===== config.mk =====
export PLATFORM = sky130hd
export DESIGN_NAME = mvsm_ram
export DESIGN_NICKNAME = d
export VERILOG_FILES = /design/src/rtl/mvsm_ram.sv
export SDC_FILE = /design/constraint.sdc
export NUM_CORES = 2
export LEC_CHECK = 0
export ABC_AREA = 1
export BUFFER_PORTS_ARGS = -buffer_cell sky130_fd_sc_hd__buf_2
export CAP_MARGIN = 20
export CORE_MARGIN = 2
export CORE_UTILIZATION = 48
export CTS_CLUSTER_DIAMETER = 80
export CTS_CLUSTER_SIZE = 20
export DETAILED_ROUTE_END_ITERATION = 7
export PLACE_DENSITY = 0.65
export SLEW_MARGIN = 20
export SYNTH_ARGS = -nofsm -noshare
export SYNTH_HDL_FRONTEND = slang
export SYNTH_SLANG_ARGS = --single-unit
export TNS_END_PERCENT = 100

===== constraint.sdc =====
create_clock -name i_clk -period 3 [get_ports i_clk]
set_clock_uncertainty 0.15 [all_clocks]
set_input_delay 0.15 -clock i_clk [delete_from_list [all_inputs] [get_ports i_clk]]
set_output_delay 0.15 -clock i_clk [all_outputs]
set_load 0.1 [all_outputs]

===== src/rtl/mvsm_ram.sv =====
// ----------------------------------------------------------------------------
// mvsm_ram
// generic single write, single read ram with registered read data
// ----------------------------------------------------------------------------
module mvsm_ram #(
    parameter int WIDTH = 8,
    parameter int DEPTH = 256
) (
    input  logic                     i_clk,
    input  logic                     i_we,
    input  logic [$clog2(DEPTH)-1:0] i_waddr,
    input  logic [WIDTH-1:0]         i_wdata,
    input  logic [$clog2(DEPTH)-1:0] i_raddr,
    output logic [WIDTH-1:0]         o_rdata
);

    logic [WIDTH-1:0] r_mem [DEPTH];
    logic [WIDTH-1:0] r_rdata;

    always_ff @(posedge i_clk) begin
        if (i_we) begin
            r_mem[i_waddr] <= i_wdata;
        end
        r_rdata <= r_mem[i_raddr];
    end

    assign o_rdata = r_rdata;

endmodule


==> flow_summary.json <==
{
  "status": "finished, final reports clean",
  "drc_errors": 0,
  "fp.coreArea_sq_um": 172000,
  "arrival_ns": 2.00,
  "tightest_slew_ns": 1.05,
  "drt-initial-drc-count": 6575,
  "postCtsResizedCells": 0,
  "yosysTopAreaCell": "edfxtp_1",
  "synthMuxAreaShare_pct": 0,
  "cts_max_path_buffers": 3,
  "yosys.area_share.adder_pct": 0,
  "synth_top_family_by_area": "simple AND/OR/NAND/NOR gates",
  "layout_min_cycle_time_ns": 2.30,
  "grt_pass1_vias": 52200,
  "start_util_pct": 48.5,
  "antenna_found_initial": 4,
  "final_layout_size_suffix_gt1_share_pct": 8.09,
  "post-route-period-util_pct": 76.6,
  "r2r_start": "r_mem[236][7]$_DFFE_PP_",
  "rr_worst_depth": 10,
  "yosysSeqAreaShare_pct": 73.9,
  "seq_area_sq_um": 61700,
  "num_io_pins": 34,
  "synth_top_flop_cell": "edfxtp_1",
  "synth_cell_types": 14,
  "multi_input_area_sq_um": 19100,
  "dr.pass1.iters": 8,
  "slew_headroom_pct": 29.7,
  "ir_drop_v": 0.000632,
  "synthesis.nets": 7029,
  "drt-total-wl_um": 227000,
  "routabilityCongestion": 0.927,
  "ys.warnings.count": 0,
  "syn_area_sq_um": 83400,
  "synth.most_common_cell": "nand2_1",
  "critPathCaptureType": "primary output",
  "finalSetupViolCount": 0,
  "layout.nets": 7106,
  "fmax_mhz": 435,
  "syn_inst": 7003,
  "slew_violations": 0,
  "synth-edff-count": 2048,
  "grt_usage_pct": 25.6,
  "viasPerCell": 5.80,
  "cts-buffers-inserted": 116,
  "die_w_um": 421,
  "area_growth_pct": 9.51,
  "synth_top_area_share_pct": 73.7,
  "die_h_um": 421,
  "instances_no_fill": 9437,
  "startpoint_type": "register",
  "hold_viol_final": 0,
  "antenna_left": 0,
  "cts_root_buf": "clkbuf_16",
  "synth-simple-area-share_pct": 22.9,
  "dieArea_sq_um": 177000,
  "synthTopCellsByArea": "edfxtp_1, nand3_1, nand2_1",
  "synth_xor_area_share_pct": 0,
  "powerDensity_nw_per_um2": 565,
  "portBuffers": 33,
  "tns_ns": 0,
  "clk_pin_slew_ns": 0.09,
  "post-cts-setup-buffers": 0,
  "p_leak_uw": 0.0317,
  "crit_family": "flip-flops",
  "rrSetupSlack_ns": 0.74,
  "htree_num_levels": 3,
  "grt_first_pass_wirelength_um": 337000,
  "path_max_fanout": 1,
  "ys_ff_latch": 2056,
  "hold_start": "i_raddr[6]",
  "hold_class": "input pin to register",
  "clkLatencyLatePin_ns": 0.80,
  "cts.sinks": 2056,
  "wl_per_cell_um": 24.1,
  "synth_common_cells": "nand2_1, edfxtp_1, nand3_1",
  "hold_depth": 5,
  "nFillCells": 14400,
  "whs_endpoint": "o_rdata[2]$_DFF_P_",
  "crit_slowest_cell": "dfxtp_1",
  "synth_async_sr_flop_share_pct": 0,
  "cpPeakStageDelay_ns": 0.65,
  "cp.required_ns": 2.70,
  "via_count": 54700,
  "crit_path_cell_trace": "buf_2",
  "maxCapViolations": 0,
  "grt_max_degree": 128,
  "cts_tree": "yes",
  "dp_cells": 9263,
  "avgSynthCellArea_sq_um": 11.9,
  "synth_compound_area_share_pct": 0,
  "grt-ovfl-total": 0,
  "dpl.hpwl_um": 137000,
  "rows": 152,
  "rr_endpoint": "o_rdata[7]$_DFF_P_",
  "critPathKind": "register to primary output",
  "rsz0062_at_grt": "no",
  "worst-path-buf-inv": 1
}
-- registers in the layout, indices dropped and copies added (netlist names) --
name and count:
r_mem 2048, o_rdata 8
-- cell type report --
| type | instances | area share (%) |
|---|---|---|
| diodes | 4 | 0.0110 |
| clock inverters | 21 | 0.243 |
| well taps | 2310 | 3.16 |
| multi-input cells | 4425 | 21.0 |
| repair buffers | 442 | 4.62 |
| inverters | 39 | 0.197 |
| flip-flops and latches | 2056 | 67.5 |
| clock buffers | 140 | 3.28 |
-- logic make-up (layout without fill, tap and decap cells) --
kind of cell / after synthesis / count (layout)
buffers and inverters: 522 / 642
DFF: 2056 / 2056
other: 0 / 4
and+or+nand+nor: 4425 / 4425
-- layout by cell type (no fill, tap or decap), drive strengths merged --
master	synthesis	final
nand2	2123	2123
edfxtp	2048	2048
nand3	2019	2019
buf	371	433
nor2	283	283
clkbuf	112	140
inv	39	47
clkinv	0	11
dlygate4sd3	0	9
dfxtp	8	8
diode	0	4
clkinvlp	0	2
-- where the power goes --
group	internal [uW]	total [uW]	switching, uW
Sequential	31600	31700	46.5
Combinational	954	3840	2890
Clock	7100	16100	8970
-- stage by stage --
step	cell area, sq um	utilization [%]	power, uW	setup slack (ns)	hold slack (ns)
floorplan	83400	-	34400	1.21	0.0989
global placement	88000	51.1	36100	0.0405	0.425
detailed placement	88000	51.1	36100	0.0215	0.420
CTS	91300	53.1	51800	0.660	0.00153
global route	91300	53.1	53000	0.669	0.0417
finish	91300	53.1	51600	0.701	0.0402
-- how the worst max path moves through the flow --
stage / startpoint / to / slack [ns] / depth (start not counted)
6_report: o_rdata[1]$_DFF_P_ / o_rdata[1] / 0.70 / 1
5_1_grt: i_raddr[0] / o_rdata[4]$_DFF_P_ / 0.67 / 13
4_1_cts: o_rdata[1]$_DFF_P_ / o_rdata[1] / 0.66 / 1
3_5_place_dp: i_raddr[0] / o_rdata[7]$_DFF_P_ / 0.02 / 13
3_3_place_gp: i_raddr[1] / o_rdata[6]$_DFF_P_ / 0.04 / 12
2_1_floorplan: i_we / r_mem[162][0]$_DFFE_PP_ / 1.21 / 4
-- what timing repair did --
item                       4_1_cts  5_1_grt
hold endpoints to repair      1468        0
setup endpoints to repair        0        0
hold buffers                     9        0
-- per-layer routing --
metal | part of all wire [%] | GRT usage [%] | up-vias
met5 | 0.013 | 0 | -
met4 | 4.8 | 11.6 | 4
met3 | 8.7 | 3.71 | 404
met2 | 47 | 40.4 | 2568
met1 | 40 | 35.4 | 26900
li1 | - | - | 24900
Note: power is estimated with default switching activity, not from simulation.
