### src/rtl/mvsm_pkg.sv
// ----------------------------------------------------------------------------
// mvsm_pkg
// shared types and constants of the multi-voice sample mixer
// ----------------------------------------------------------------------------
package mvsm_pkg;

    localparam int VOICES          = 5;
    localparam int VOICE_W         = $clog2(VOICES);
    localparam int SUM_W           = 8 + $clog2(VOICES + 1);
    localparam int Q_DEPTH         = 2;
    localparam int STORE_DEPTH_DEF = 65536;

    localparam int SAT_HI = 127;
    localparam int SAT_LO = -128;

    localparam logic [16:0] MAX_LEN        = 17'h10000;
    localparam logic [15:0] INTERVAL_RESET = 16'd67;

    localparam logic [2:0] CMD_TICK  = 3'd0;
    localparam logic [2:0] CMD_START = 3'd1;
    localparam logic [2:0] CMD_STOP  = 3'd2;
    localparam logic [2:0] CMD_ADD   = 3'd3;
    localparam logic [2:0] CMD_WRITE = 3'd4;

    typedef enum logic [2:0] {
        OP_NONE,
        OP_TICK,
        OP_START,
        OP_STOP,
        OP_ADD,
        OP_WRITE
    } t_op_kind;

    typedef struct packed {
        t_op_kind    kind;
        logic [15:0] addr;
        logic [16:0] len;
        logic        loops;
        logic [7:0]  sample;
    } t_op;

    typedef struct packed {
        logic               done;
        logic signed [7:0]  dac_value;
        logic               dac_write;
        logic               add_accepted;
        logic [VOICE_W-1:0] voice_slot;
        logic [VOICES-1:0]  active_voices;
    } t_result;

    typedef enum logic [1:0] {
        BK_IDLE,
        BK_MIX,
        BK_FIN
    } t_back_state;

endpackage

### src/rtl/mvsm_front.sv
// ----------------------------------------------------------------------------
// mvsm_front
// command decode and classification into a short operation queue
// ----------------------------------------------------------------------------
module mvsm_front
    import mvsm_pkg::*;
(
    input  logic        i_clk,
    input  logic        i_rst_n,
    input  logic        i_start,
    input  logic [2:0]  i_cmd,
    input  logic [15:0] i_address,
    input  logic [16:0] i_length,
    input  logic        i_loop_mode,
    input  logic [7:0]  i_sample_byte,
    output logic        o_busy,
    output logic        o_q_valid,
    output t_op         o_q_op,
    input  logic        i_q_pop
);

    localparam int QP_W = (Q_DEPTH > 1) ? $clog2(Q_DEPTH) : 1;
    localparam int QC_W = $clog2(Q_DEPTH + 1);

    t_op             r_q [Q_DEPTH];
    logic [QP_W-1:0] r_wp, n_wp;
    logic [QP_W-1:0] r_rp, n_rp;
    logic [QC_W-1:0] r_cnt, n_cnt;
    t_op             w_op;
    logic            w_push;

    // classify the command
    always_comb begin
        w_op.addr   = i_address;
        w_op.len    = (i_length > MAX_LEN) ? MAX_LEN : i_length;
        w_op.loops  = i_loop_mode;
        w_op.sample = i_sample_byte;
        case (i_cmd)
            CMD_TICK:  w_op.kind = OP_TICK;
            CMD_START: w_op.kind = OP_START;
            CMD_STOP:  w_op.kind = OP_STOP;
            CMD_ADD:   w_op.kind = (i_length == 17'd0) ? OP_NONE : OP_ADD;
            CMD_WRITE: w_op.kind = OP_WRITE;
            default:   w_op.kind = OP_NONE;
        endcase
    end

    assign o_busy    = (r_cnt == QC_W'(Q_DEPTH));
    assign w_push    = i_start && !o_busy;
    assign o_q_valid = (r_cnt != '0);
    assign o_q_op    = r_q[r_rp];

    always_comb begin
        n_wp  = r_wp;
        n_rp  = r_rp;
        n_cnt = r_cnt;
        if (w_push) begin
            n_wp = (r_wp == QP_W'(Q_DEPTH - 1)) ? '0 : r_wp + QP_W'(1);
        end
        if (i_q_pop) begin
            n_rp = (r_rp == QP_W'(Q_DEPTH - 1)) ? '0 : r_rp + QP_W'(1);
        end
        if (w_push && !i_q_pop) begin
            n_cnt = r_cnt + QC_W'(1);
        end else if (!w_push && i_q_pop) begin
            n_cnt = r_cnt - QC_W'(1);
        end
    end

    always_ff @(posedge i_clk) begin
        if (!i_rst_n) begin
            r_wp  <= '0;
            r_rp  <= '0;
            r_cnt <= '0;
        end else begin
            r_wp  <= n_wp;
            r_rp  <= n_rp;
            r_cnt <= n_cnt;
        end
    end

    always_ff @(posedge i_clk) begin
        if (w_push) begin
            r_q[r_wp] <= w_op;
        end
    end

endmodule

### config.mk
export PLATFORM = sky130hd
export DESIGN_NAME = mvsm_front
export DESIGN_NICKNAME = d
export VERILOG_FILES = /design/src/rtl/mvsm_pkg.sv /design/src/rtl/mvsm_front.sv
export SDC_FILE = /design/constraint.sdc
export NUM_CORES = 1
export LEC_CHECK = 0
export ABC_AREA = 1
export BUFFER_PORTS_ARGS = -buffer_cell sky130_fd_sc_hd__buf_2
export CAP_MARGIN = 20
export CORE_UTILIZATION = 55
export CTS_BUF_LIST = sky130_fd_sc_hd__clkbuf_8
export CTS_CLUSTER_SIZE = 16
export DETAILED_ROUTE_END_ITERATION = 8
export PLACE_DENSITY = 0.82
export SLEW_MARGIN = 20
export SYNTH_ARGS = -nofsm -noshare
export SYNTH_HDL_FRONTEND = slang
export SYNTH_SLANG_ARGS = --single-unit
export TNS_END_PERCENT = 50
### constraint.sdc
create_clock -name i_clk -period 3.8 [get_ports i_clk]
set_clock_uncertainty 0.2 [all_clocks]
set_input_delay 0.19 -clock i_clk [delete_from_list [all_inputs] [get_ports i_clk]]
set_output_delay 0.19 -clock i_clk [all_outputs]
set_load 0.005 [all_outputs]
==> results.cfg, run 1 <==
[outcome]
run_status = complete, but fails checks
violations = DRC

[drt]
drcViolationCount = 9
dr.pass1.iters = 9
vias = 2232
routed_wl_um = 6840
drt_iter0_markers = 104
avgViaCountPerCell = 5.18
ant_nets = 0
avgRoutedWirePerCell_um = 15.9

[clock_tree]
clk_pin_slew_ns = 0.09
cts_buffers = 9
root_buffer = clkbuf_8
insertion_delay_ns = 0.35
cts_max_path_buffers = 2
hold_buffers = 34
cts-htree-levels = 3
tritoncts = built
cts_resized = 0
cts_setup_buffers = 0
clkSinkCount = 95

[floorplan]
die_area_um2 = 7170
num_rows = 29
start_util_pct = 58.2
coreArea_um2 = 6460
die_w_um = 84.7
pin_count = 96
die_h_um = 84.7

[setup_path]
reg2reg_slack_ns = 1.61
critical_path.startpoint_type = register
end_kind = primary output
endpoint = o_q_op[18]
reg2regPathDepth = 4
cp.required_ns = 3.41
r2r_end = r_q[0][24]
path_max_fanout = 45
critPathArrivalTime_ns = 1.97
path_class = reg2out
reg2reg_from = r_cnt[1]

[grt]
grt_max_degree = 46
grt_pass1_vias = 2300
grt_pass1_wl_um = 10600
grt_usage_pct = 20.0
grt_overflow = 0
antenna_found_initial = 0

[layout]
fillers = 423
diodes = 0
final_common_cell = buf_2
post-route-util_pct = 74.9
areaGrowthSynthToFinish_pct = 28.6
fin_nets = 399
drive_above_1_share_pct = 45.8
final_cell_mix = buf_2 (95), edfxtp_1 (90), dlygate4sd3_1 (34), mux2_2 (33), nor2_1 (17)

[timing]
setup_viol = 0
fin_crit_ns = 2.36
fin_crit_sh_pct = 62.1
maxSlewViolCount = 0
slew_headroom_pct = 31.1
fin_setup_tns_ns = 0
timing.final.ws_setup_ns = 1.44
worstMarginPinSlew_ns = 1.03
hold_viol_final = 0
fmax_mhz = 424
rsz0062_at_grt = no

[pwr]
vdd.ir_drop.worst_mv = 0.312
powerDensity_nw_per_um2 = 461
power.leakage_nw = 1.85

[synthesis]
ys_warn_count = 0
syn-num-nets = 265
ys_seq_area_share_pct = 74.6
synth_area_leader_cell = edfxtp_1
netlist_instances = 215
ys_top_cells_by_area = edfxtp_1 (72%), mux2_2 (9.9%), mux2_1 (3.6%), a21boi_2 (3.0%), dfxtp_1 (2.7%)
ys_types = 20
ys_ff_latch = 95
synth_top_area_share_pct = 71.9
synthesis.area_um2 = 3760
syn_area_per_cell_um2 = 17.5

[placement]
pre_cts_ws_ns = 1.60
hpwl_um = 4160
io_buffers = 95
gp_congestion = 0.743

[job]
drv_cap = 0

[worst_hold_path]
hp-class = in2reg
==> how the worst min path moves through the flow <==
stage | from | to | slack, ns | cells after the start
4_1_cts | i_length[13] | r_q[0][22] | 0.001 | 2
3_5_place_dp | i_sample_byte[4] | r_q[1][4] | 0.18 | 1
3_3_place_gp | i_address[14] | r_q[0][40] | 0.18 | 1
2_1_floorplan | i_sample_byte[0] | r_q[0][0] | 0.09 | 0
5_1_grt | i_length[13] | r_q[0][22] | 0.02 | 2
6_report | i_length[15] | r_q[1][24] | 0.01 | 2
==> final cells by class <==
| cell class | count | area, um^2 | area share [%] |
|---|---|---|---|
| flip-flops and latches | 95 | 2800 | 58.0 |
| multi-input cells | 106 | 878 | 18.2 |
| repair buffers | 131 | 831 | 17.2 |
| clock buffers | 9 | 124 | 2.56 |
| well taps | 77 | 96.3 | 1.99 |
| clock inverters | 7 | 78.8 | 1.63 |
| inverters | 6 | 22.5 | 0.466 |
==> flip-flops by register name, indices dropped and copies added (netlist names), named ones only <==
register and count:
r_q 90, r_cnt 2, r_rp 1, r_wp 1
==> routing by layer <==
| layer | routed length, um | global-route usage [%] | vias to the layer above |
|---|---|---|---|
| met5 | 0 | 0 | - |
| met4 | 126 | 9.24 | 0 |
| met3 | 475 | 4.62 | 14 |
| met2 | 3400 | 34.7 | 93 |
| met1 | 2840 | 23.9 | 1052 |
| li1 | - | - | 1073 |
==> worst max-delay path, cell delays in order (launching register included) <==
cell and delay, ns:
dfxtp_2 1.02, mux2_2 0.44, buf_2 0.13
==> Yosys cell counts <==
library cell	number
nor2_1	19
o21ai_1	3
mux2_1	12
a21boi_0	6
nand2_2	1
ha_1	1
a21oi_1	3
clkbuf_1	1
buf_6	5
inv_1	6
dfxtp_1	5
a21boi_2	10
edfxtp_1	90
nor3b_1	1
nor2_2	2
nand3_1	1
o21ai_0	1
mux2_2	33
nand2_1	13
buf_2	2
==> stage by stage <==
step	instances	power (mW)	area, um^2	hold slack [ns]
2_1_floorplan	215	1.44	3760	0.0889
4_1_cts	431	2.24	4830	0.00100
3_5_place_dp	381	1.57	4290	0.181
3_3_place_gp	381	1.55	4290	0.179
6_report	431	2.23	4830	0.0115
5_1_grt	431	2.32	4830	0.0163
==> cell families after synthesis <==
logic type,synth area share (%)
DFF,74.6
AOI/OAI and AO/OA,5.13
muxes,13.5
buffers and inverters,2.46
and+or+nand+nor,4.03
adders and majority gates,0.333
==> power breakdown <==
group	switching, mW	internal, mW
Sequential	0.0332	1.25
Combinational	0.142	0.149
Clock	0.349	0.309
(Power assumes the default switching activity.)
==> run 2, diff against run 1 <==
--- a/config.mk
+++ b/config.mk
@@ -5,14 +5,14 @@
 export SDC_FILE = /design/constraint.sdc
 export NUM_CORES = 1
 export LEC_CHECK = 0
-export ABC_AREA = 1
+export ABC_AREA = 0
 export BUFFER_PORTS_ARGS = -buffer_cell sky130_fd_sc_hd__buf_2
 export CAP_MARGIN = 20
-export CORE_UTILIZATION = 55
+export CORE_UTILIZATION = 54
 export CTS_BUF_LIST = sky130_fd_sc_hd__clkbuf_8
 export CTS_CLUSTER_SIZE = 16
 export DETAILED_ROUTE_END_ITERATION = 8
-export PLACE_DENSITY = 0.82
+export PLACE_DENSITY = 0.81
 export SLEW_MARGIN = 20
 export SYNTH_ARGS = -nofsm -noshare
 export SYNTH_HDL_FRONTEND = slang
==> constraint.sdc (replaced) <==
create_clock -name i_clk -period 2.3 [get_ports i_clk]
set_clock_uncertainty 0.2 [all_clocks]
set_input_delay 0.115 -clock i_clk [delete_from_list [all_inputs] [get_ports i_clk]]
set_output_delay 0.115 -clock i_clk [all_outputs]
set_load 0.005 [all_outputs]
==> results.cfg, run 2 <==
[drt]
drcViolationCount = 4
avgRoutedWirePerCell_um = 15.4
avgViaCountPerCell = 5.08
vias = 2200
ant_nets = 0
routed_wl_um = 6690
drt_iter0_markers = 115
dr.pass1.iters = 7

[clock_tree]
cts-htree-levels = 3
root_buffer = clkbuf_8
cts_max_path_buffers = 2
cts_setup_buffers = 0
cts_resized = 0
clk_pin_slew_ns = 0.08
hold_buffers = 48
cts_buffers = 9
clkSinkCount = 95
insertion_delay_ns = 0.33
tritoncts = built

[synthesis]
synth_edf_count = 90
ys_seq_area_share_pct = 76.1
syn-num-nets = 248
yosys_most_used_dff = edfxtp_1
ys_types = 28
synthesis.area_um2 = 3680
ys_ff_latch = 95
yosysMostFrequentCell = edfxtp_1
ys_top_cells_by_area = edfxtp_1 (73%), mux2_2 (14%), and2_1 (2.7%), dfxtp_1 (2.7%), o41ai_4 (0.75%)
synth_top_area_share_pct = 73.4
async_reset_ff_share_pct = 0
syn_area_per_cell_um2 = 18.6
netlist_instances = 198
synthTopCellsByCount = edfxtp_1 (90), mux2_2 (45), and2_1 (16)
synth_area_leader_cell = edfxtp_1
ys_warn_count = 0

[pwr]
seq_power_share_pct = 53.0
switchingPower_mw = 0.865
clockPowerShare_pct = 31.2
powerDensity_nw_per_um2 = 807
vdd.ir_drop.worst_mv = 0.501
swShare_pct = 21.4
comb_power_share_pct = 15.9
power.leakage_nw = 1.97
p_int_mw = 3.19

[floorplan]
coreArea_um2 = 6460
die_w_um = 84.6
die_h_um = 84.6
pin_count = 96
num_rows = 29
die_area_um2 = 7160
start_util_pct = 57.0

[layout]
drive_above_1_share_pct = 47.8
reg.largest.list = r_q x90, r_cnt x2
diodes = 0
regMostFlops = r_q
post-route-util_pct = 77.8
areaGrowthSynthToFinish_pct = 36.3
final_common_cell = buf_2
final_cell_mix = buf_2 (95), edfxtp_1 (90), dlygate4sd3_1 (48), mux2_2 (45), and2_1 (16)
largest_reg_flops = 90
fin_nets = 401

[setup_path]
critPathArrivalTime_ns = 1.96
path_class = in2reg
end_kind = register
cp.required_ns = 2.17
critical_path.startpoint_type = primary input
path_max_fanout = 2

[timing]
fin_crit_ns = 2.09
rsz0062_at_grt = no
fmax_mhz = 478
worstMarginPinSlew_ns = 0.397
setup_viol = 0
fin_crit_sh_pct = 91.0
fin_setup_tns_ns = 0
hold_viol_final = 0
maxSlewViolCount = 0
slew_headroom_pct = 73.3

[placement]
io_buffers = 95
hpwl_um = 3980
gp_congestion = 0.693

[grt]
grt_usage_pct = 19.5
grt_max_degree = 46
grt_pass1_wl_um = 10400
grt_overflow = 0
grt_pass1_vias = 2282
antenna_found_initial = 0

[outcome]
run_status = complete, but fails checks
violations = DRC

[worst_hold_path]
hp-class = in2reg

[job]
drv_cap = 0
==> run 2: final timing paths <==
| path | from | endpoint | slack [ns] | depth (start not counted) |
|---|---|---|---|---|
| max | i_length[1] | r_q[1][44] | 0.21 | 5 |
| min reg2reg | r_rp | register | 0.34 | 2 |
| max reg2reg | r_cnt[0] | r_wp | 0.32 | 6 |
| min | i_start | r_cnt[0] | 0.21 | 6 |
==> run 2: critical path: stages <==
cell	delay, ns
dlygate4sd3_1	0.55
buf_2	0.13
or4_1	0.59
nor4_1	0.39
a32oi_1	0.18
==> run 2: metal layers <==
| layer | vias up | GRT usage, % | share of wire (%) |
|---|---|---|---|
| met3 | 9 | 6.00 | 6.7 |
| met1 | 1050 | 22.4 | 40 |
| met2 | 79 | 34.4 | 52 |
| met5 | - | 0 | 0 |
| li1 | 1062 | - | - |
| met4 | 0 | 7.24 | 1.5 |
==> run 2: per-stage QoR <==
step / setup slack [ns] / power (mW) / cell area [um^2] / std cells / hold slack, ns
3_3_place_gp: 0.463 / 2.75 / 4300 / 369 / 0.103
3_5_place_dp: 0.450 / 2.77 / 4300 / 369 / 0.107
5_1_grt: 0.183 / 4.21 / 5020 / 433 / 0.241
4_1_cts: 0.262 / 4.08 / 5020 / 433 / 0.212
2_1_floorplan: 0.0253 / 2.50 / 3700 / 198 / 0.0139
6_report: 0.206 / 4.05 / 5020 / 433 / 0.209
==> run 2: logic make-up after synthesis <==
family,share of synthesized area [%]
buffers and inverters,1.43
muxes,13.8
xor gates and xnor gates,0.951
adders and majority gates,0.340
DFF,76.1
AOI/OAI and AO/OA,1.80
and+or+nand+nor,5.64
==> run 2: area by class of cell <==
cell class / instances / area (um^2)
Multi-Input combinational cell: 91 / 848
Fill cell: 386 / 1440
Inverter: 5 / 18.8
Clock buffer: 10 / 138
Clock inverter: 6 / 103
Sequential cell: 95 / 2810
Tap cell: 77 / 96.3
Timing Repair Buffer: 149 / 1010
==> run 2: power by group through the flow <==
stage	combinational (mW)	clock (mW)	sequential (mW)
after floorplan	0.328	0	2.18
after global placement	0.572	0	2.17
after detailed placement	0.580	0	2.19
after CTS	0.647	1.29	2.15
after global routing	0.697	1.35	2.16
final	0.643	1.26	2.15
==> run 3, diff against run 2 <==
--- a/config.mk
+++ b/config.mk
@@ -8,11 +8,10 @@
 export ABC_AREA = 0
 export BUFFER_PORTS_ARGS = -buffer_cell sky130_fd_sc_hd__buf_2
 export CAP_MARGIN = 20
-export CORE_UTILIZATION = 54
+export CORE_UTILIZATION = 30
 export CTS_BUF_LIST = sky130_fd_sc_hd__clkbuf_8
 export CTS_CLUSTER_SIZE = 16
 export DETAILED_ROUTE_END_ITERATION = 8
-export PLACE_DENSITY = 0.81
 export SLEW_MARGIN = 20
 export SYNTH_ARGS = -nofsm -noshare
 export SYNTH_HDL_FRONTEND = slang
==> results.cfg, run 3 (synthesis gave the netlist of run 2 again) <==
[timing]
maxSlewViolCount = 0
timing.final.ws_setup_ns = 0.143
fin_setup_tns_ns = 0
rsz0062_at_grt = no
worstMarginPinSlew_ns = 0.435
fin_crit_ns = 2.16
fmax_mhz = 464
fin_crit_sh_pct = 93.8
hold_viol_final = 0
slew_headroom_pct = 71.0
setup_viol = 0

[layout]
drive_above_1_share_pct = 46.9
reg.largest.list = r_q x90, r_cnt x2
fin_area_um2 = 5070
areaGrowthSynthToFinish_pct = 37.6
diodes = 0
post-route-util_pct = 42.2
regMostFlops = r_q
fin_nets = 403
seqCellArea_um2 = 2810
final_cell_mix = buf_2 (95), edfxtp_1 (90), dlygate4sd3_1 (49), mux2_2 (45), and2_1 (16)
fillers = 1090
final_common_cell = buf_2
largest_reg_flops = 90
multi_input_area_um2 = 848

[setup_path]
max_stage_delay_ns = 0.55
critical-path-slowest-cell = dlygate4sd3_1
critical_path.startpoint_type = primary input
reg2reg_slack_ns = 0.27
r2r_end = r_wp
path_class = in2reg
reg2reg_from = r_cnt[0]
crit_family = buffers and inverters
path_max_fanout = 12
reg2regPathDepth = 6
cp.required_ns = 2.32
path_cells = dlygate4sd3_1, buf_2, or4_4, o41ai_4, buf_4, and2_1
path_buf_inv = 3
end_kind = register
critPathArrivalTime_ns = 2.18

[drt]
dr.pass1.iters = 4
ant_nets = 0
drcViolationCount = 0
drt_iter0_markers = 113
avgViaCountPerCell = 4.36
vias = 2195
routed_wl_um = 7230
avgRoutedWirePerCell_um = 14.4

[placement]
hpwl_um = 4620
place_area_um2 = 4410
pre_cts_ws_ns = 0.342
gp_congestion = 0.682
io_buffers = 95

[grt]
grt_pass1_vias = 2322
grt_pass1_wl_um = 11200
grt_overflow = 0
grt_max_degree = 28
grt_usage_pct = 12.0
antenna_found_initial = 0

[clock_tree]
cts_buffers = 9
insertion_delay_ns = 0.36
root_buffer = clkbuf_8
cts_setup_buffers = 0
hold_buffers = 49
tritoncts = built
cts_max_path_buffers = 2
clkSinkCount = 95
clk_pin_slew_ns = 0.08
cts-htree-levels = 3
cts_resized = 0

[floorplan]
die_w_um = 113
coreArea_um2 = 12000
num_rows = 40
die_area_um2 = 12700
start_util_pct = 30.7
die_h_um = 113
pin_count = 96

[worst_hold_path]
holdPathEnd = r_cnt[0]
hold_start = i_start
hp-class = in2reg
min_path_cells = 6

[pwr]
clockPowerShare_pct = 26.5
seq_power_share_pct = 56.5
comb_power_share_pct = 17.0
swShare_pct = 23.3
switchingPower_mw = 0.887
power_mw = 3.81
p_int_mw = 2.93
vdd.ir_drop.worst_mv = 0.376
power.leakage_nw = 1.95
powerDensity_nw_per_um2 = 753

[job]
drv_cap = 0

[outcome]
run_status = complete, no violations
==> run 3: layout make-up <==
cell class,count,area share (%)
inverter,5,0.370
clock inverter,5,0.889
multi-input combinational,91,16.7
timing repair buffer,151,20.6
tap,147,3.63
sequential,95,55.3
clock buffer,9,2.44
==> run 3: tightest hold or removal path, cell delays in order <==
cell and delay, ns:
buf_2 0.09, inv_1 0.07, nor2_1 0.11, ha_1 0.18
xor2_1 0.08, nor2_1 0.08
==> run 3: metrics by stage <==
step	hold WS [ns]	std cells
floorplan	0.0139	198
global placement	0.103	440
detailed placement	0.106	440
CTS	0.182	503
global route	0.235	503
finish	0.204	503
==> run 3: worst max path at each step <==
stage               cells past startpoint         from    endpoint  slack, ns
finish                                  6  i_length[2]  r_q[1][19]       0.14
global route                            6  i_length[1]  r_q[1][22]       0.07
CTS                                     6  i_length[2]  r_q[1][22]       0.18
detailed placement                      5  i_length[2]  r_q[1][22]       0.34
global placement                        5  i_length[2]  r_q[0][10]       0.36
floorplan                               3     r_cnt[0]   r_q[0][0]       0.03
==> run 3: power groups by stage <==
| stage | combinational [mW] | clock, mW | sequential [mW] |
|---|---|---|---|
| after floorplan | 0.328 | 0 | 2.18 |
| after global placement | 0.587 | 0 | 2.19 |
| after detailed placement | 0.598 | 0 | 2.20 |
| after CTS | 0.668 | 1.06 | 2.16 |
| after global routing | 0.713 | 1.12 | 2.17 |
| final | 0.649 | 1.01 | 2.15 |
==> run 3: metal layers <==
layer	track usage (%)	part of all wire, %
met1	13.1	43
met2	20.7	51
met3	4.61	5.5
met4	5.33	1.4
met5	0	0
