## src/rtl/mvsm_pkg.sv

```systemverilog
// ----------------------------------------------------------------------------
// mvsm_pkg
// shared types and constants of the multi-voice sample mixer
// ----------------------------------------------------------------------------
package mvsm_pkg;

    localparam int VOICES          = 5;
    localparam int VOICE_W         = $clog2(VOICES);
    localparam int SUM_W           = 8 + $clog2(VOICES + 1);
    localparam int Q_DEPTH         = 2;
    localparam int STORE_DEPTH_DEF = 65536;

    localparam int SAT_HI = 127;
    localparam int SAT_LO = -128;

    localparam logic [16:0] MAX_LEN        = 17'h10000;
    localparam logic [15:0] INTERVAL_RESET = 16'd67;

    localparam logic [2:0] CMD_TICK  = 3'd0;
    localparam logic [2:0] CMD_START = 3'd1;
    localparam logic [2:0] CMD_STOP  = 3'd2;
    localparam logic [2:0] CMD_ADD   = 3'd3;
    localparam logic [2:0] CMD_WRITE = 3'd4;

    typedef enum logic [2:0] {
        OP_NONE,
        OP_TICK,
        OP_START,
        OP_STOP,
        OP_ADD,
        OP_WRITE
    } t_op_kind;

    typedef struct packed {
        t_op_kind    kind;
        logic [15:0] addr;
        logic [16:0] len;
        logic        loops;
        logic [7:0]  sample;
    } t_op;

    typedef struct packed {
        logic               done;
        logic signed [7:0]  dac_value;
        logic               dac_write;
        logic               add_accepted;
        logic [VOICE_W-1:0] voice_slot;
        logic [VOICES-1:0]  active_voices;
    } t_result;

    typedef enum logic [1:0] {
        BK_IDLE,
        BK_MIX,
        BK_FIN
    } t_back_state;

endpackage

```

## src/rtl/mvsm_back.sv

```systemverilog
// ----------------------------------------------------------------------------
// mvsm_back
// operation execution: voice table, tick countdown and per-voice mix loop
// ----------------------------------------------------------------------------
module mvsm_back
    import mvsm_pkg::*;
#(
    parameter int STORE_DEPTH = STORE_DEPTH_DEF
) (
    input  logic                           i_clk,
    input  logic                           i_rst_n,
    input  logic [15:0]                    i_interval,
    input  logic                           i_q_valid,
    input  t_op                            i_q_op,
    output logic                           o_q_pop,
    output logic                           o_ram_we,
    output logic [$clog2(STORE_DEPTH)-1:0] o_ram_waddr,
    output logic [7:0]                     o_ram_wdata,
    output logic [$clog2(STORE_DEPTH)-1:0] o_ram_raddr,
    input  logic [7:0]                     i_ram_rdata,
    output t_result                        o_res
);

    localparam int AW = $clog2(STORE_DEPTH);
    localparam logic signed [SUM_W-1:0] L_HI = SUM_W'(SAT_HI);
    localparam logic signed [SUM_W-1:0] L_LO = SUM_W'(SAT_LO);

    t_back_state r_state, n_state;

    logic [VOICES-1:0]  r_used, n_used;
    logic [15:0]        r_pos [VOICES];
    logic [15:0]        n_pos [VOICES];
    logic [15:0]        r_start [VOICES];
    logic [16:0]        r_len [VOICES];
    logic [VOICES-1:0]  r_loops;
    logic               r_mixer_on, n_mixer_on;
    logic [15:0]        r_countdown, n_countdown;
    logic [VOICE_W-1:0] r_vidx, n_vidx;
    logic signed [SUM_W-1:0] r_acc, n_acc;
    logic               r_rd_pend, n_rd_pend;
    t_result            r_res, n_res;

    logic               w_load;
    logic [15:0]        w_iv;
    logic               w_update;
    logic               w_free_hit;
    logic [VOICE_W-1:0] w_free_idx;
    logic [16:0]        w_nxt;
    logic               w_wrap;
    logic [16:0]        w_rd_sum;
    logic signed [SUM_W-1:0] w_acc_sum;
    logic signed [7:0]  w_sat;

    assign w_iv     = (i_interval == 16'd0) ? 16'd1 : i_interval;
    assign o_q_pop  = (r_state == BK_IDLE) && i_q_valid;
    assign w_update = (i_q_op.kind == OP_TICK) && r_mixer_on && (r_countdown <= 16'd1);
    assign w_load   = o_q_pop && (i_q_op.kind == OP_ADD) && w_free_hit;

    // lowest free slot
    always_comb begin
        w_free_hit = 1'b0;
        w_free_idx = '0;
        for (int i = VOICES - 1; i >= 0; i--) begin
            if (!r_used[i]) begin
                w_free_hit = 1'b1;
                w_free_idx = VOICE_W'(i);
            end
        end
    end

    // current voice of the mix loop
    assign w_nxt    = {1'b0, r_pos[r_vidx]} + 17'd1;
    assign w_wrap   = (w_nxt >= r_len[r_vidx]);
    assign w_rd_sum = {1'b0, r_start[r_vidx]} + w_nxt;
    assign w_acc_sum = r_acc + (r_rd_pend ?
        {{(SUM_W - 8){i_ram_rdata[7]}}, i_ram_rdata} : SUM_W'(0));

    always_comb begin
        if (w_acc_sum > L_HI) begin
            w_sat = 8'sd127;
        end else if (w_acc_sum < L_LO) begin
            w_sat = -8'sd128;
        end else begin
            w_sat = w_acc_sum[7:0];
        end
    end

    assign o_ram_raddr = AW'(w_rd_sum);
    assign o_ram_waddr = AW'(i_q_op.addr);
    assign o_ram_wdata = i_q_op.sample;
    assign o_ram_we    = o_q_pop && (i_q_op.kind == OP_WRITE);

    // next state
    always_comb begin
        n_state = r_state;
        case (r_state)
            BK_IDLE: begin
                if (o_q_pop && w_update) begin
                    n_state = BK_MIX;
                end
            end
            BK_MIX: begin
                if (r_vidx == VOICE_W'(VOICES - 1)) begin
                    n_state = BK_FIN;
                end
            end
            BK_FIN:  n_state = BK_IDLE;
            default: n_state = BK_IDLE;
        endcase
    end

    // datapath and results
    always_comb begin
        logic emit;
        emit        = 1'b0;
        n_used      = r_used;
        n_pos       = r_pos;
        n_mixer_on  = r_mixer_on;
        n_countdown = r_countdown;
        n_vidx      = r_vidx;
        n_acc       = r_acc;
        n_rd_pend   = 1'b0;
        n_res       = '0;
        case (r_state)
            BK_IDLE: begin
                if (o_q_pop) begin
                    case (i_q_op.kind)
                        OP_TICK: begin
                            if (w_update) begin
                                n_countdown = w_iv;
                                n_vidx      = '0;
                                n_acc       = '0;
                            end else begin
                                if (r_mixer_on) begin
                                    n_countdown = r_countdown - 16'd1;
                                end
                                emit = 1'b1;
                            end
                        end
                        OP_START: begin
                            n_used      = '0;
                            n_mixer_on  = 1'b1;
                            n_countdown = w_iv;
                            emit        = 1'b1;
                        end
                        OP_STOP: begin
                            n_mixer_on = 1'b0;
                            emit       = 1'b1;
                        end
                        OP_ADD: begin
                            if (w_free_hit) begin
                                n_used[w_free_idx] = 1'b1;
                                n_pos[w_free_idx]  = '0;
                                n_res.add_accepted = 1'b1;
                                n_res.voice_slot   = w_free_idx;
                            end
                            emit = 1'b1;
                        end
                        default: emit = 1'b1;
                    endcase
                end
            end
            BK_MIX: begin
                n_acc  = w_acc_sum;
                n_vidx = r_vidx + VOICE_W'(1);
                if (r_used[r_vidx]) begin
                    if (w_wrap) begin
                        n_pos[r_vidx] = '0;
                        if (!r_loops[r_vidx]) begin
                            n_used[r_vidx] = 1'b0;
                        end
                    end else begin
                        n_pos[r_vidx] = w_nxt[15:0];
                        n_rd_pend     = 1'b1;
                    end
                end
            end
            BK_FIN: begin
                n_res.dac_value = w_sat;
                n_res.dac_write = 1'b1;
                emit            = 1'b1;
            end
            default: begin
                n_res = '0;
            end
        endcase
        if (emit) begin
            n_res.done          = 1'b1;
            n_res.active_voices = n_used;
        end
    end

    always_ff @(posedge i_clk) begin
        if (!i_rst_n) begin
            r_state     <= BK_IDLE;
            r_used      <= '0;
            r_pos       <= '{default: '0};
            r_mixer_on  <= 1'b0;
            r_countdown <= '0;
            r_vidx      <= '0;
            r_rd_pend   <= 1'b0;
            r_res       <= '0;
        end else begin
            r_state     <= n_state;
            r_used      <= n_used;
            r_pos       <= n_pos;
            r_mixer_on  <= n_mixer_on;
            r_countdown <= n_countdown;
            r_vidx      <= n_vidx;
            r_rd_pend   <= n_rd_pend;
            r_res       <= n_res;
        end
    end

    always_ff @(posedge i_clk) begin
        r_acc <= n_acc;
        if (w_load) begin
            r_start[w_free_idx] <= i_q_op.addr;
            r_len[w_free_idx]   <= i_q_op.len;
            r_loops[w_free_idx] <= i_q_op.loops;
        end
    end

    assign o_res = r_res;

endmodule

```

## config.mk

```make
export PLATFORM = sky130hd
export DESIGN_NAME = mvsm_back
export DESIGN_NICKNAME = d
export VERILOG_FILES = /design/src/rtl/mvsm_pkg.sv /design/src/rtl/mvsm_back.sv
export SDC_FILE = /design/constraint.sdc
export NUM_CORES = 1
export LEC_CHECK = 0
export CAP_MARGIN = 20
export CORE_MARGIN = 10
export CORE_UTILIZATION = 45
export CTS_BUF_LIST = sky130_fd_sc_hd__clkbuf_2
export CTS_CLUSTER_SIZE = 40
export DETAILED_ROUTE_END_ITERATION = 10
export DONT_BUFFER_PORTS = 1
export PLACE_DENSITY_LB_ADDON = 0.1
export SKIP_LAST_GASP = 1
export SLEW_MARGIN = 40
export SYNTH_ARGS = -nofsm -noshare
export SYNTH_HDL_FRONTEND = slang
export SYNTH_SLANG_ARGS = --single-unit
export TNS_END_PERCENT = 10
```

## constraint.sdc

```tcl
create_clock -name i_clk -period 5.3 [get_ports i_clk]
set_input_delay 1.06 -clock i_clk [delete_from_list [all_inputs] [get_ports i_clk]]
set_output_delay 1.06 -clock i_clk [all_outputs]
set_load 0.05 [all_outputs]
```

==> impl_metrics.csv, run 1 <==
group,metric,value,unit
status,status,"finished with violations",
status,violations,"setup timing",
layout,utilization,53.00,%
pwr,p_seq_share,57.5,%
timing,slew_headroom,40.41,%
route,avgRoutedWirePerCell,22.31,um
route,drt-total-wl,42190,um
synthesis,synth_seq_cells,311,
cts,clockBufferDepth,3,
synthesis,yosysTopAreaCell,"edfxtp_1",
synthesis,syn_avg_cell_area,11.71,sq um
global_route,grt_first_pass_wirelength,64030,um
die,fp-row-count,66,
setup_path,crit_family,"simple AND/OR/NAND/NOR gates",
timing,worst_slack,-439.3,ps
synthesis,yosys.area.top_type_share,36.25,%
pwr,p_switching,1115,uW
die,die_y,202.5,um
route,ant_nets,0,
global_route,grt.met2_usage,31.09,%
route,drc,0,
synthesis,synthCells,1281,
pwr,pwr-share-clk,38.9,%
route,vias,11120,
pwr,ir_drop,0.0001573,V
timing,rsz0062_at_grt,"yes",
run,maxCapViolations,0,
global_route,grt_max_degree,66,
setup_path,path_cells,"buf_12 > buf_16 > nor2b_4 > a22oi_2 > o22ai_4 > nand3_2 > or4_4 > xnor2_4 > inv_2 > ha_4 > nor2b_4 > nor2_4 > o21a_1 > a21oi_4 > a31oi_4 > o31ai_2 > xor2_1 > buf_6",
route,via_per_inst,5.878,
synthesis,ys_types,84,
die,core_area,32700,sq um
synthesis,synth.area.top_cells,"edfxtp_1 36%, dfxtp_1 17%, mux4_2 5.3%",
timing,tightest_slew,890.5,ps
die,io_pins,133,
timing,fin_setup_tns,-3074,ps
layout,syn2layout_area_growth,15.58,%
global_route,met3_usage,6.814,%
synthesis,synth-edff-count,181,
pwr,power_frac_comb,3.6,%
layout,layout.nets,1507,
cts,cts_hold_buf,0,
route,first_pass_iters,5,
setup_path,crit_type,"reg -> out",
synthesis,synth_flop_cell,"edfxtp_1",
layout,design_area,17330,sq um
timing,fin_crit_sh,108.3,%
cts,clockRootBuffer,"clkbuf_2",
setup_path,worst_setup_path_start_kind,"flip-flop",
place,placed_cell_area,15730,sq um
global_route,grt_pass1_vias,11090,
global_route,top_usage_layer,"met2",
place,gp_congestion,0.9062,
layout,drive_above_1_share,27.25,%
synthesis,netlist_area,14990,sq um
cts,cts.clk_slew.worst_paths,120,ps
timing,finClkSkew,65.83,ps
layout,final_common_cell,"edfxtp_1",
timing,finalSetupViolations,10,
setup_path,max_stage_delay,560,ps
setup_path,slowest_stage,"or4_4",
setup_path,cp.required,4240,ps
setup_path,critPathBufInv,4,
die,die-area,41020,sq um
global_route,grtUsageMet1,24.76,%
place,place_inst,1704,
timing,drv_slew,0,
setup_path,worstPathArrival,4680,ps
layout,instances_no_fill,1891,
place,numPortBuffers,0,
pwr,sw_frac_of_total,24.94,%
pwr,powerDensity,258.0,nW/um^2
die,initial_core_util,45.85,%
timing,period_minus_slack,5739,ps
cts,clock_sinks,311,
timing,max_freq,0.1742,GHz
cts,numCtsBuffers,82,
cts,htreeDepth,3,
global_route,grt_usage,19.88,%
die,die_x,202.5,um
setup_path,cp_max_fo,7,
cts,cts_tree,"built",
synthesis,synth_warnings,0,
place,dp_hpwl,27960,um
synthesis,synthArstFlopShare,0,%
timing,hold_violations,0,
global_route,antenna_found_initial,2,
global_route,overflow,0,
cts,clock_latency,990,ps
setup_path,crit_top_cell,"nor2b_4",
min_path,hp-class,"in -> reg",
layout,mostFrequentLayoutCells,"181 x edfxtp_1, 130 x nor2_1, 125 x dfxtp_1",
timing,fin_hold_ws,173.1,ps
setup_path,end_kind,"primary output",
synthesis,yosysSeqAreaShare,53.60,%
pwr,power.internal,3356,uW
pwr,leakage,0.006134,uW
route,drtIter0Drc,742,
synthesis,synth_nets,1401,
-- final timing paths --
path | depth (start not counted) | startpoint | slack [ps] | endpoint
worst min-delay path | 0 | i_q_op[17] | 170 | r_len[1][8]$_DFFE_PP_
worst max register to register | 21 | r_vidx[1]$_SDFFE_PN0P_ | 210 | r_pos[25]$_SDFFE_PN0P_
worst max-delay path | 18 | r_vidx[1]$_SDFFE_PN0P_ | -440 | o_ram_raddr[14]
worst min register to register | 2 | r_pos[17]$_SDFFE_PN0P_ | 460 | r_pos[17]$_SDFFE_PN0P_
-- worst register-to-register path, delay by kind of cell, from the launching register on --
kind	cells	cell delay, ps
flip-flops	1	410
adder cells (fa/ha/maj)	1	330
AND/OR/NAND/NOR	5	1660
buffers and inverters	8	1160
multiplexers	1	180
AO/OA/AOI/OAI	6	1280
-- synth_stat cells (8+ instances only) --
cell type and n:
xor2_1 13, nand2_1 53, dfxtp_1 130, a21oi_1 53
inv_1 34, mux4_2 35, mux2i_1 30, nor4_1 8
edfxtp_1 181, and2_1 27, clkbuf_1 42, nor2_1 134
a22oi_1 16, a31oi_1 10, nand2b_1 10, xnor2_1 18
or3_1 14, buf_2 17, a32oi_1 57, ha_1 46
nand3_1 31, nor2b_1 10, nor3_1 29, buf_4 29
o22ai_1 10, nand4_1 13, a211oi_1 22, mux2_2 17
o31ai_1 13, o21ai_0 40
-- logic make-up (layout without fill, tap and decap cells) --
family | after synthesis | in the layout | share of synthesized area, %
AND/OR/NAND/NOR | 367 | 367 | 12.17
flip-flops | 311 | 311 | 53.60
AO/OA/AOI/OAI | 298 | 298 | 14.59
other | 0 | 3 | 0
XOR/XNOR | 33 | 33 | 2.069
adder cells (fa/ha/maj) | 48 | 48 | 4.105
buffers and inverters | 135 | 300 | 4.397
multiplexers | 89 | 89 | 9.062
-- registers in the layout, indices dropped and copies added (netlist names), named ones only --
register	count
r_len	85
r_pos	80
r_start	80
o_res	19
r_countdown	16
r_acc	11
r_loops	5
r_used	5
r_vidx	3
r_state	2
r_mixer_on	1
r_rd_pend	1
-- metal layers --
| metal | vias up | wire (um) |
|---|---|---|
| met3 | 78 | 3478 |
| met1 | 5445 | 17980 |
| met5 | - | 0 |
| met4 | 0 | 1260 |
| li1 | 5168 | - |
| met2 | 424 | 19470 |
-- what timing repair did --
item,4_1_cts,5_1_grt
gates resized for setup,65,19
gates cloned,2,0
pin swaps,32,19
setup endpoints to repair,11,11
buffers inserted,31,7
-- through the flow --
step	power (uW)	setup WS, ps
floorplan	2795	76.08
global placement	2782	194.0
detailed placement	2783	134.1
CTS	4544	-467.7
global route	4691	-726.9
finish	4471	-439.3
-- power groups by stage --
| stage | Combinational (uW) | Clock, uW | Sequential (uW) |
|---|---|---|---|
| finish | 162 | 1740 | 2570 |
| global placement | 156 | 0 | 2630 |
| detailed placement | 157 | 0 | 2630 |
| CTS | 161 | 1810 | 2570 |
| global route | 181 | 1940 | 2570 |
| floorplan | 171 | 0 | 2620 |
-- layout make-up --
type,count,area (sq um)
Sequential cell,311,8049
Fill cell,2908,15370
Inverter,39,146.4
Multi-Input combinational cell,835,6789
Clock buffer,116,580.6
Timing Repair Buffer,118,1007
Antenna cell,3,7.507
Tap cell,442,553.0
Clock inverter,27,197.7
Note: power is estimated with default switching activity, not from simulation.
==> run 2, diff against run 1 <==
--- a/config.mk
+++ b/config.mk
@@ -6,7 +6,8 @@
 export NUM_CORES = 1
 export LEC_CHECK = 0
 export CAP_MARGIN = 20
-export CORE_MARGIN = 10
+export CORE_ASPECT_RATIO = 1.75
+export CORE_MARGIN = 2
 export CORE_UTILIZATION = 45
 export CTS_BUF_LIST = sky130_fd_sc_hd__clkbuf_2
 export CTS_CLUSTER_SIZE = 40
@@ -18,4 +19,3 @@
 export SYNTH_ARGS = -nofsm -noshare
 export SYNTH_HDL_FRONTEND = slang
 export SYNTH_SLANG_ARGS = --single-unit
-export TNS_END_PERCENT = 10
==> impl_metrics.csv, run 2 (synthesis results as in run 1) <==
group,metric,value,unit
min_path,hold_depth,0,
cts,cts_hold_buf,0,
place,dp_hpwl,29040,um
route,avgRoutedWirePerCell,22.56,um
setup_path,critPathBufInv,4,
timing,worst_slack,-371.9,ps
global_route,overflow,0,
setup_path,r2r_end,"r_pos[76]$_SDFFE_PN0P_",
setup_path,cp.required,4240,ps
layout,layout.nets,1506,
setup_path,cp_max_fo,6,
cts,numCtsBuffers,73,
global_route,grt_pass1_vias,11410,
pwr,finalPower,4273,uW
place,place_inst,1672,
pwr,leakage,0.006185,uW
min_path,hp-class,"in -> reg",
die,core_area,32920,sq um
layout,final_common_cell,"edfxtp_1",
route,drc,0,
layout,largest-register,"r_len",
timing,fin_hold_ws,196.9,ps
die,fp-row-count,88,
cts,clock_latency,950,ps
timing,max_freq,0.1763,GHz
setup_path,end_kind,"primary output",
setup_path,crit_family,"compound AO/OA/AOI/OAI gates",
timing,hold_violations,0,
status,violations,"setup timing",
global_route,grt_max_degree,44,
layout,syn2layout_area_growth,15.89,%
route,first_pass_iters,7,
setup_path,r2r_setup_slack,450,ps
pwr,ir_drop,0.0001704,V
setup_path,crit_type,"reg -> out",
die,die-area,34850,sq um
place,numPortBuffers,0,
global_route,grt_usage,23.98,%
route,vias,11120,
timing,finClkSkew,71.07,ps
timing,period_minus_slack,5672,ps
setup_path,worstPathArrival,4610,ps
setup_path,max_stage_delay,560,ps
route,drt-total-wl,41640,um
timing,fin_crit_sh,107.0,%
run,maxCapViolations,0,
min_path,hp-start,"i_q_op[23]",
setup_path,reg2reg_from,"r_vidx[1]$_SDFFE_PN0P_",
cts,clockRootBuffer,"clkbuf_2",
die,initial_core_util,45.55,%
route,ant_nets,0,
die,die_x,142.0,um
route,via_per_inst,6.025,
layout,mostFrequentLayoutCells,"181 x edfxtp_1, 128 x nor2_1, 125 x dfxtp_1",
setup_path,slowest_stage,"or4_4",
min_path,min_to,"r_len[0][14]$_DFFE_PP_",
setup_path,path_cells,"buf_12 > or2_4 > o32ai_4 > o221ai_2 > or4_4 > xnor2_2 > inv_2 > ha_4 > buf_6 > nand3_4 > o21a_1 > a21oi_2 > a31oi_2 > o31ai_2 > xor2_1 > buf_4",
place,gp_congestion,0.9022,
layout,top_regs,"r_len x85, r_pos x80, r_start x80",
timing,slew_headroom,48.06,%
cts,clockBufferDepth,3,
cts,cts_tree,"built",
global_route,antenna_found_initial,2,
layout,drive_above_1_share,28.14,%
cts,htreeDepth,3,
setup_path,ff2ff_path_depth,19,
timing,tightest_slew,776.2,ps
timing,rsz0062_at_grt,"yes",
die,die_y,245.5,um
cts,cts.clk_slew.worst_paths,130,ps
timing,finalSetupViolations,7,
die,io_pins,133,
global_route,grt_first_pass_wirelength,63740,um
setup_path,worstSetupStartpoint,"r_vidx[1]$_SDFFE_PN0P_",
route,drtIter0Drc,578,
pwr,powerDensity,245.9,nW/um^2
timing,drv_slew,0,
layout,utilization,52.78,%
cts,clock_sinks,311,
layout,instances_no_fill,1846,
status,status,"finished with violations",
setup_path,worst_setup_path_start_kind,"flip-flop",
layout,largest_reg_flops,85,
## run 2: how the worst max path moves through the flow
stage               slack [ps]  cells after the start         endpoint
floorplan                   80                     17  o_ram_raddr[14]
global placement           120                     17  o_ram_raddr[15]
detailed placement          50                     17  o_ram_raddr[15]
CTS                       -480                     16  o_ram_raddr[15]
global route              -570                     19  o_ram_raddr[14]
finish                    -370                     16  o_ram_raddr[14]
## run 2: what timing repair did
action,CTS,global route
pin swaps,36,30
setup buffers,31,11
endpoints found under the setup margin,10,14
cloned,2,0
gates resized for setup,91,24
## run 2: power by group
| part | internal, uW | total (uW) | switching, uW |
|---|---|---|---|
| clock network | 580 | 1530 | 952 |
| registers | 2560 | 2570 | 10.4 |
| logic | 62.0 | 172 | 110 |
## run 2: layout make-up
class,count,area (sq um)
diodes,2,5.005
well taps,405,506.7
fillers,2908,15540
inverters,39,147.6
multi-input cells,835,6873
clock buffers,105,525.5
flip-flops and latches,311,8054
clock inverters,23,123.9
repair buffers,126,1141
## run 2: through the flow
step | area [sq um] | TNS, ps | setup slack [ps]
after floorplan | 15000 | 0 | 76.08
after global placement | 15710 | 0 | 123.6
after detailed placement | 15790 | 0 | 51.76
after CTS | 17180 | -2065 | -482.7
after global routing | 17380 | -3303 | -574.5
final | 17380 | -1471 | -371.9
## run 2: layer usage
layer  up-vias  track usage, %  part of all wire (%)
met5         -               0                     0
met4         0           12.76                   4.7
met3       121           4.791                   4.8
met2       372           45.17                    55
met1      5485           24.49                    36
li1       5144               -                     -
## run 2: worst reg2reg max path, cell delays in order (launching register included)
cell,delay (ps)
dfxtp_4,400
buf_12,140
or2_4,260
o32ai_4,300
o221ai_2,150
buf_4,160
buf_4,140
or4_1,530
o31ai_1,310
and2_1,270
ha_1,270
nand4_1,120
nor2_1,80
a221o_1,290
a21o_1,180
a21oi_1,260
and3_2,460
buf_4,230
a32oi_1,110
nor2_1,120
